===== config.mk =====
export PLATFORM = sky130hd
export DESIGN_NAME = session_controller_fsm_top
export DESIGN_NICKNAME = d
export VERILOG_FILES = /design/src/hdl/scf_pkg.sv /design/src/hdl/session_controller_fsm_top.sv /design/src/hdl/scf_cfg_regs.sv /design/src/hdl/scf_step.sv
export SDC_FILE = /design/constraint.sdc
export NUM_CORES = 1
export LEC_CHECK = 0
export BUFFER_PORTS_ARGS = -buffer_cell sky130_fd_sc_hd__buf_2
export CAP_MARGIN = 5
export CORE_UTILIZATION = 30
export CTS_CLUSTER_DIAMETER = 120
export CTS_CLUSTER_SIZE = 24
export DETAILED_ROUTE_END_ITERATION = 8
export HOLD_SLACK_MARGIN = 0.15
export SLEW_MARGIN = 10
export SYNTH_ARGS = -nofsm -noshare
export SYNTH_HDL_FRONTEND = slang
export SYNTH_SLANG_ARGS = --single-unit

===== constraint.sdc =====
create_clock -name clk -period 6.8 [get_ports clk]
set_clock_uncertainty 0.2 [all_clocks]
set_input_delay 0.68 -clock clk [delete_from_list [all_inputs] [get_ports clk]]
set_output_delay 0.68 -clock clk [all_outputs]
set_load 0.05 [all_outputs]

===== src/hdl/scf_pkg.sv =====
// shared types and codes for the session controller
package scf_pkg;

	localparam int TIME_BITS_DEF = 24;
	localparam int TICK_W = 16;
	localparam int DUR_W = 24;

	typedef enum logic [1:0] {
		ST_IDLE   = 2'd0,
		ST_CONN   = 2'd1,
		ST_ACTIVE = 2'd2,
		ST_ERROR  = 2'd3
	} main_state_t;

	typedef enum logic [1:0] {
		SUB_LISTEN = 2'd0,
		SUB_THINK  = 2'd1,
		SUB_SPEAK  = 2'd2
	} sub_state_t;

	typedef enum logic [1:0] {
		PTT_NONE    = 2'd0,
		PTT_PRESS   = 2'd1,
		PTT_RELEASE = 2'd2
	} ptt_t;

	typedef enum logic [1:0] {
		CFG_TICK_PERIOD  = 2'd0,
		CFG_BACKOFF      = 2'd1,
		CFG_IDLE_TIMEOUT = 2'd2,
		CFG_LONG_PRESS   = 2'd3
	} cfg_idx_t;

	localparam logic [3:0] EV_TICK       = 4'd0;
	localparam logic [3:0] EV_ACTIVITY   = 4'd1;
	localparam logic [3:0] EV_WAKE       = 4'd2;
	localparam logic [3:0] EV_PRESS      = 4'd3;
	localparam logic [3:0] EV_RELEASE    = 4'd4;
	localparam logic [3:0] EV_NET_READY  = 4'd5;
	localparam logic [3:0] EV_NET_LOST   = 4'd6;
	localparam logic [3:0] EV_LINK_UP    = 4'd7;
	localparam logic [3:0] EV_LINK_FAIL  = 4'd8;
	localparam logic [3:0] EV_SPEECH_ON  = 4'd9;
	localparam logic [3:0] EV_SPEECH_OFF = 4'd10;
	localparam logic [3:0] EV_REPLY_TEXT = 4'd11;
	localparam logic [3:0] EV_COMPLETED  = 4'd12;

	localparam logic [TICK_W-1:0] TICK_PERIOD_RST = 16'd10;
	localparam logic [DUR_W-1:0] BACKOFF_RST = 24'd5000;
	localparam logic [DUR_W-1:0] IDLE_TIMEOUT_RST = 24'd30000;
	localparam logic [DUR_W-1:0] LONG_PRESS_RST = 24'd1000;

	typedef struct packed {
		logic [3:0] kind;
		logic       audio_start_ok;
	} item_t;

	typedef struct packed {
		main_state_t main_state;
		sub_state_t  sub_state;
		logic        session_mode;
		logic        request_start;
		logic        stop_session;
		logic        audio_complete;
		ptt_t        ptt_command;
		logic        indicator_update;
	} result_t;

	typedef struct packed {
		logic [TICK_W-1:0] tick_period_ms;
		logic [DUR_W-1:0]  backoff_ms;
		logic [DUR_W-1:0]  idle_timeout_ms;
		logic [DUR_W-1:0]  long_press_ms;
	} cfg_t;

endpackage


===== src/hdl/session_controller_fsm_top.sv =====
// session controller: input register, state update, result register
// an accepted item passes the input register, then the result register
// throughput: one item per cycle unless stalled; the state update for an item is a single registered step
// a full result register with out_ready low stalls the input register, then in_ready
// reset: asynchronous, active low; state idle/listening/voice, counters zero,
// configuration back to its defaults, both pipeline registers empty
module session_controller_fsm_top import scf_pkg::*; #(
	parameter int TIME_BITS = TIME_BITS_DEF
) (
	input  logic             clk,
	input  logic             arst_n,
	input  logic             in_valid,
	output logic             in_ready,
	input  item_t            in_data,
	output logic             out_valid,
	input  logic             out_ready,
	output result_t          out_data,
	input  logic             cfg_valid,
	output logic             cfg_ready,
	input  cfg_idx_t         cfg_index,
	input  logic [DUR_W-1:0] cfg_data
);

	item_t   item_s1;
	logic    valid_s1;
	result_t res_s2;
	logic    valid_s2;
	result_t res_next;
	cfg_t    cfg;
	logic    advance;

	assign advance   = valid_s1 && (!valid_s2 || out_ready);
	assign in_ready  = !valid_s1 || advance;
	assign cfg_ready = 1'b1;

	always_ff @(posedge clk or negedge arst_n) begin
		if (!arst_n) begin
			valid_s1 <= 1'b0;
			valid_s2 <= 1'b0;
		end else begin
			if (in_ready) valid_s1 <= in_valid;
			if (advance) valid_s2 <= 1'b1;
			else if (out_ready) valid_s2 <= 1'b0;
		end
	end

	always_ff @(posedge clk) begin
		if (in_ready && in_valid) item_s1 <= in_data;
		if (advance) res_s2 <= res_next;
	end

	scf_cfg_regs u_cfg (
		.clk      (clk),
		.arst_n   (arst_n),
		.wr_en    (cfg_valid && cfg_ready),
		.wr_index (cfg_index),
		.wr_data  (cfg_data),
		.cfg      (cfg)
	);

	scf_step #(
		.TIME_BITS (TIME_BITS)
	) u_step (
		.clk    (clk),
		.arst_n (arst_n),
		.step   (advance),
		.item   (item_s1),
		.cfg    (cfg),
		.result (res_next)
	);

	assign out_valid = valid_s2;
	assign out_data  = res_s2;

endmodule


===== src/hdl/scf_cfg_regs.sv =====
// configuration register file
module scf_cfg_regs import scf_pkg::*; (
	input  logic            clk,
	input  logic            arst_n,
	input  logic            wr_en,
	input  cfg_idx_t        wr_index,
	input  logic [DUR_W-1:0] wr_data,
	output cfg_t            cfg
);

	cfg_t cfg_q;

	always_ff @(posedge clk or negedge arst_n) begin
		if (!arst_n) begin
			cfg_q.tick_period_ms  <= TICK_PERIOD_RST;
			cfg_q.backoff_ms      <= BACKOFF_RST;
			cfg_q.idle_timeout_ms <= IDLE_TIMEOUT_RST;
			cfg_q.long_press_ms   <= LONG_PRESS_RST;
		end else if (wr_en) begin
			unique case (wr_index)
				CFG_TICK_PERIOD:  cfg_q.tick_period_ms  <= wr_data[TICK_W-1:0];
				CFG_BACKOFF:      cfg_q.backoff_ms      <= wr_data;
				CFG_IDLE_TIMEOUT: cfg_q.idle_timeout_ms <= wr_data;
				CFG_LONG_PRESS:   cfg_q.long_press_ms   <= wr_data;
				default: ;
			endcase
		end
	end

	assign cfg = cfg_q;

endmodule


===== src/hdl/scf_step.sv =====
// session state machine: state registers and per-item update logic
module scf_step import scf_pkg::*; #(
	parameter int TIME_BITS = TIME_BITS_DEF
) (
	input  logic    clk,
	input  logic    arst_n,
	input  logic    step,
	input  item_t   item,
	input  cfg_t    cfg,
	output result_t result
);

	localparam int CMP_W = (TIME_BITS > DUR_W) ? TIME_BITS : DUR_W;

	main_state_t          state_q, state_d;
	sub_state_t           sub_q, sub_d;
	logic                 mode_q, mode_d;
	logic [TIME_BITS-1:0] idle_el_q, idle_el_d;
	logic [TIME_BITS-1:0] backoff_el_q, backoff_el_d;
	logic [TIME_BITS-1:0] press_el_q, press_el_d;
	logic                 held_q, held_d;
	logic                 await_q, await_d;
	logic [TIME_BITS-1:0] backoff_sum, idle_sum, press_sum;
	logic                 active;

	function automatic logic [TIME_BITS-1:0] sat_add(input logic [TIME_BITS-1:0] a,
			input logic [TICK_W-1:0] b);
		logic [TIME_BITS:0] s;
		s = {1'b0, a} + (TIME_BITS+1)'(b);
		return s[TIME_BITS] ? {TIME_BITS{1'b1}} : s[TIME_BITS-1:0];
	endfunction

	function automatic logic reached(input logic [TIME_BITS-1:0] el,
			input logic [DUR_W-1:0] lim);
		return CMP_W'(el) >= CMP_W'(lim);
	endfunction

	always_ff @(posedge clk or negedge arst_n) begin
		if (!arst_n) begin
			state_q      <= ST_IDLE;
			sub_q        <= SUB_LISTEN;
			mode_q       <= 1'b0;
			idle_el_q    <= '0;
			backoff_el_q <= '0;
			press_el_q   <= '0;
			held_q       <= 1'b0;
			await_q      <= 1'b0;
		end else if (step) begin
			state_q      <= state_d;
			sub_q        <= sub_d;
			mode_q       <= mode_d;
			idle_el_q    <= idle_el_d;
			backoff_el_q <= backoff_el_d;
			press_el_q   <= press_el_d;
			held_q       <= held_d;
			await_q      <= await_d;
		end
	end

	assign backoff_sum = sat_add(backoff_el_q, cfg.tick_period_ms);
	assign idle_sum    = sat_add(idle_el_q, cfg.tick_period_ms);
	assign press_sum   = sat_add(press_el_q, cfg.tick_period_ms);
	assign active      = (state_q == ST_ACTIVE);

	always_comb begin
		state_d      = state_q;
		sub_d        = sub_q;
		mode_d       = mode_q;
		idle_el_d    = idle_el_q;
		backoff_el_d = backoff_el_q;
		press_el_d   = press_el_q;
		held_d       = held_q;
		await_d      = await_q;
		result       = '0;

		unique case (item.kind)
			EV_TICK: begin
				priority if (state_q == ST_ERROR) begin
					backoff_el_d = backoff_sum;
					if (reached(backoff_sum, cfg.backoff_ms)) begin
						state_d = ST_IDLE;
						backoff_el_d = '0;
						result.indicator_update = 1'b1;
					end
				end else if (active) begin
					idle_el_d = idle_sum;
					// idle_elapsed keeps the advanced value on timeout and is not cleared
					if (reached(idle_sum, cfg.idle_timeout_ms)) begin
						state_d = ST_IDLE;
						result.stop_session = 1'b1;
						result.indicator_update = 1'b1;
					end
				end else if (state_q == ST_IDLE && held_q) begin
					press_el_d = press_sum;
					if (reached(press_sum, cfg.long_press_ms)) begin
						state_d = ST_CONN;
						mode_d = 1'b1;
						await_d = 1'b1;
						press_el_d = '0;
						result.indicator_update = 1'b1;
						result.request_start = 1'b1;
					end
				end else begin
				end
			end
			EV_ACTIVITY: begin
				if (active) idle_el_d = '0;
			end
			EV_WAKE: begin
				if (state_q == ST_IDLE) begin
					state_d = ST_CONN;
					mode_d = 1'b0;
					await_d = 1'b0;
					result.indicator_update = 1'b1;
					result.request_start = 1'b1;
				end
			end
			EV_PRESS: begin
				held_d = 1'b1;
				press_el_d = '0;
				if (active && mode_q && !await_q) begin
					idle_el_d = '0;
					sub_d = SUB_LISTEN;
					result.ptt_command = PTT_PRESS;
					result.indicator_update = 1'b1;
				end
			end
			EV_RELEASE: begin
				held_d = 1'b0;
				press_el_d = '0;
				priority if (await_q) begin
					await_d = 1'b0;
					idle_el_d = '0;
				end else if (active && mode_q && held_q) begin
					idle_el_d = '0;
					sub_d = SUB_THINK;
					result.ptt_command = PTT_RELEASE;
					result.audio_complete = 1'b1;
					result.indicator_update = 1'b1;
				end else begin
				end
			end
			EV_NET_READY: begin
				if (state_q == ST_CONN) result.request_start = 1'b1;
			end
			EV_NET_LOST: begin
				if (state_q != ST_IDLE) begin
					state_d = ST_ERROR;
					backoff_el_d = '0;
					result.stop_session = 1'b1;
					result.indicator_update = 1'b1;
				end
			end
			EV_LINK_UP: begin
				if (item.audio_start_ok) begin
					state_d = ST_ACTIVE;
					sub_d = SUB_LISTEN;
					idle_el_d = '0;
				end else begin
					state_d = ST_ERROR;
					backoff_el_d = '0;
					result.stop_session = 1'b1;
				end
				result.indicator_update = 1'b1;
			end
			EV_LINK_FAIL: begin
				state_d = ST_ERROR;
				backoff_el_d = '0;
				await_d = 1'b0;
				result.stop_session = 1'b1;
				result.indicator_update = 1'b1;
			end
			EV_SPEECH_ON, EV_SPEECH_OFF, EV_REPLY_TEXT, EV_COMPLETED: begin
				if (active) begin
					priority if (item.kind == EV_SPEECH_OFF) sub_d = SUB_THINK;
					else if (item.kind == EV_REPLY_TEXT) sub_d = SUB_SPEAK;
					else sub_d = SUB_LISTEN;
					idle_el_d = '0;
					result.indicator_update = 1'b1;
				end
			end
			default: ;
		endcase

		result.main_state   = state_d;
		result.sub_state    = sub_d;
		result.session_mode = mode_d;
	end

endmodule

==> results.cfg <==
[detailed_routing]
first_pass_iters = 5
drcViolationCount = 0
ant_nets = 0
wl_mm = 33.51
post_drt_wl_per_cell_microns = 17.62
num_vias = 10250
vias_per_cell = 5.391
drtIter0Drc = 610

[hold_path]
min_path_type = in -> reg
worstHoldPathCells = 1
min_from = in_data[4]

[timing]
fin_crit_ps = 5957
max_slew.worst_pin.slew_ps = 1113
setup_viol = 0
fmax_mhz = 167.9
period_share_pct = 87.60
finalHoldViolations = 0
final.setup.tns_ps = 0
max_slew_margin_pct = 25.57
drv_slew = 0
grt_setup_unrepaired = no

[logic_synthesis]
synth-edff-count = 16
synthTopCellsByArea = dfrtp_1 29%, ha_1 12%, mux2_2 8.1%
ys_async_sr_fraction_pct = 91.35
yosysSeqAreaShare_pct = 37.18
yosys_warnings = 0
synth.distinct_cells = 91
synth_top_area_share_pct = 29.28
synthFlopType = dfrtp_1
synth.ff_latch_count = 185
synthesis.instances = 1316
synth_top_area_cell = dfrtp_1
netlist_area_sq_mm = 0.01273
synth_fp_nets = 1475
synth.avg_cell_area_sq_um = 9.676

[clock_network]
post_cts_buffers = 0
cts_made_buffers = 17
insertion_delay_ps = 450
htreeDepth = 4
cts_root_buffer = clkbuf_16
clkSlewWorstSetupHoldPaths_ps = 70
cts_tree = built
clock_path_buffers = 2
clock-sinks = 185

[global_routing]
busiest_layer = met2
antenna_found_initial = 0
use_met1_pct = 21.87
grt_util_all_layers_pct = 15.92
grt-ovfl-total = 0
gr-usage-met3_pct = 2.551
grtUsageMet2_pct = 25.51
grt_max_degree = 75
grt_pass1_vias = 10010
grt_pass1_wl_mm = 54.66

[worst_setup_path]
timing.rr.start = u_cfg.cfg[72]
ff2ff_path_depth = 16
critPathArrivalTime_ps = 6140
critPathMaxStageDelay_ps = 600
critPathMaxFanout = 13
crit_type = reg -> reg
crit_path_top_delay_cell = and2_1
cp-end-kind = flip-flop
crit_required_ps = 6980
rrSetupSlack_ps = 840
crit_start = u_cfg.cfg[72]
start_kind = flip-flop
path_cells = ha_1, fa_1, a21o_2, a221oi_2, a311oi_2, a21oi_2, nor4_2, or4_4, ha_1, a21oi_1, o21ai_1, a2111oi_0, o21ai_1, a21oi_2, and2_1, a22o_1

[die]
num_rows = 75
start_util_pct = 30.36
pin_count = 50
die_w_microns = 208.0
dieArea_sq_mm = 0.04327
chipHeight_microns = 208.0
core_sq_mm = 0.04195

[final_layout]
layout.cells.non_filler = 1901
n_fill_cell = 4258
antenna_cells = 0
drive_above_1_share_pct = 17.47
area_growth_pct = 11.31
layout.nets = 1508

[pwr]
powerDensity_mw_per_mm2 = 318.7
switching_share_pct = 38.06
combPwrFrac_pct = 42.6
peakVddDrop_v = 0.0001721
clkPwrFrac_pct = 24.3
p_seq_share_pct = 33.1
p_sw_w = 0.001719
p_int_w = 0.002798
p_leak_nw = 6.473

[job]
drv_cap = 0

[placement]
portBuffers = 48
hpwl_mm = 25.17
dp.cells = 1868
routabilityCongestion = 0.8811

[outcome]
outcome = finished, final reports clean
-- registers in the layout, indices dropped and copies added (netlist names), 2 cells and up --
name                 count
item_s1                  5
out_data                11
u_cfg.cfg               88
u_step.backoff_el_q     24
u_step.idle_el_q        24
u_step.press_el_q       24
u_step.state_q           2
u_step.sub_q             2
-- power groups by stage --
| stage | logic [W] | clock network, W | registers, W |
|---|---|---|---|
| floorplan | 0.00145 | 0 | 0.00146 |
| global placement | 0.00186 | 0 | 0.00151 |
| detailed placement | 0.00190 | 0 | 0.00152 |
| CTS | 0.00192 | 0.00112 | 0.00150 |
| global route | 0.00219 | 0.00116 | 0.00152 |
| finish | 0.00192 | 0.00110 | 0.00150 |
-- cell usage after synthesis (4+ instances only) --
library cell / count
a22o_1: 45
a31oi_1: 14
o211ai_1: 13
o21bai_1: 5
and4_1: 4
or3_1: 9
nand2_1: 99
edfxtp_1: 16
clkbuf_1: 29
ha_1: 120
buf_2: 11
nor2b_1: 10
and2_1: 12
a211o_1: 4
nand3b_1: 8
nand2b_1: 24
nand4_1: 14
nor2_1: 67
a21o_1: 23
nand3_1: 27
dfstp_2: 20
a2111oi_0: 4
or4_1: 5
and3_1: 15
a211oi_1: 21
o21ai_0: 68
a31o_2: 5
inv_1: 88
o311ai_0: 5
xnor2_1: 22
o21a_1: 26
o211a_1: 5
nor3_1: 23
mux2_2: 92
o31ai_1: 6
a21oi_1: 87
o21ai_1: 11
xor2_1: 18
or2_2: 9
dfrtp_1: 149
-- through the flow --
stage | power (W) | cell area, sq um | utilization (%) | hold WS [ps] | setup WS [ps]
floorplan | 0.002914 | 12730 | - | 184.4 | 1975
global placement | 0.003373 | 13520 | 32.23 | 263.1 | 1267
detailed placement | 0.003417 | 13520 | 32.23 | 272.6 | 966.9
CTS | 0.004538 | 14170 | 33.79 | 184.9 | 944.3
global route | 0.004875 | 14170 | 33.79 | 187.0 | 468.9
finish | 0.004518 | 14170 | 33.79 | 203.2 | 842.9
-- worst max-delay path: cells and delay by family, from the launching register on --
kind,cells,cell delay [ps]
simple gates,3,1250
flops,1,410
fa+ha+maj,3,980
compound gates,10,3040
-- cell usage in the layout (no fill, tap or decap), types with 12 or more instances in the layout --
cell         n
a22o_1      45
edfxtp_1    16
nor3_1      23
nand2b_1    24
nand2_1     99
a21oi_1     87
o21a_1      26
xor2_1      18
dfrtp_1    149
nand3_1     27
clkbuf_16   18
nor2_1      67
xnor2_1     22
buf_4       12
buf_2       47
nand4_1     14
and2_1      12
ha_1       120
a211oi_1    21
inv_1       88
dfstp_2     20
o211ai_1    13
mux2_2      92
a21o_1      23
o21ai_0     68
a31oi_1     14
and3_1      15
-- routing by layer --
layer  wire, microns  share of wire [%]  up-vias
li1                -                  -     4936
met1           16130                 48     5008
met2           15280                 46      262
met3            1390                4.1       42
met4             704                2.1        0
met5               0                  0        -
-- layout make-up --
cell class                 instances  area (sq um)  area share [%]
clock buffer                      24         513.0           3.619
inverter                          89         334.1           2.357
sequential                       185          4735           33.40
timing repair buffer              61         346.6           2.445
tap                              539         674.4           4.758
clock inverter                     8         131.4          0.9269
multi-input combinational        995          7440           52.49
-- cells by family after synthesis --
kind of cell	count (synthesis)	share of synthesized area, %
AO/OA/AOI/OAI	388	20.86
AND/OR/NAND/NOR	346	13.94
flip-flops	185	37.18
buffers and inverters	136	4.431
adder cells (fa/ha/maj)	124	12.34
multiplexers	96	8.460
XOR/XNOR	40	2.751
other	1	0.02945
-- path summary, 6_finish.rpt --
check / end
max: u_step.backoff_el_q[4]
min: item_s1[4]
max reg2reg: u_step.backoff_el_q[4]
min reg2reg: u_step.press_el_q[0]
max in group asynchronous: u_step.backoff_el_q[4]
min in group asynchronous: u_step.sub_q[1]
-- timing repair --
| action | in CTS | in global routing |
|---|---|---|
| resized for setup | 0 | 0 |
| hold buffers | 1 | 0 |
| hold endpoints to repair | 24 | 0 |
Power figures use the tool's default switching activity.
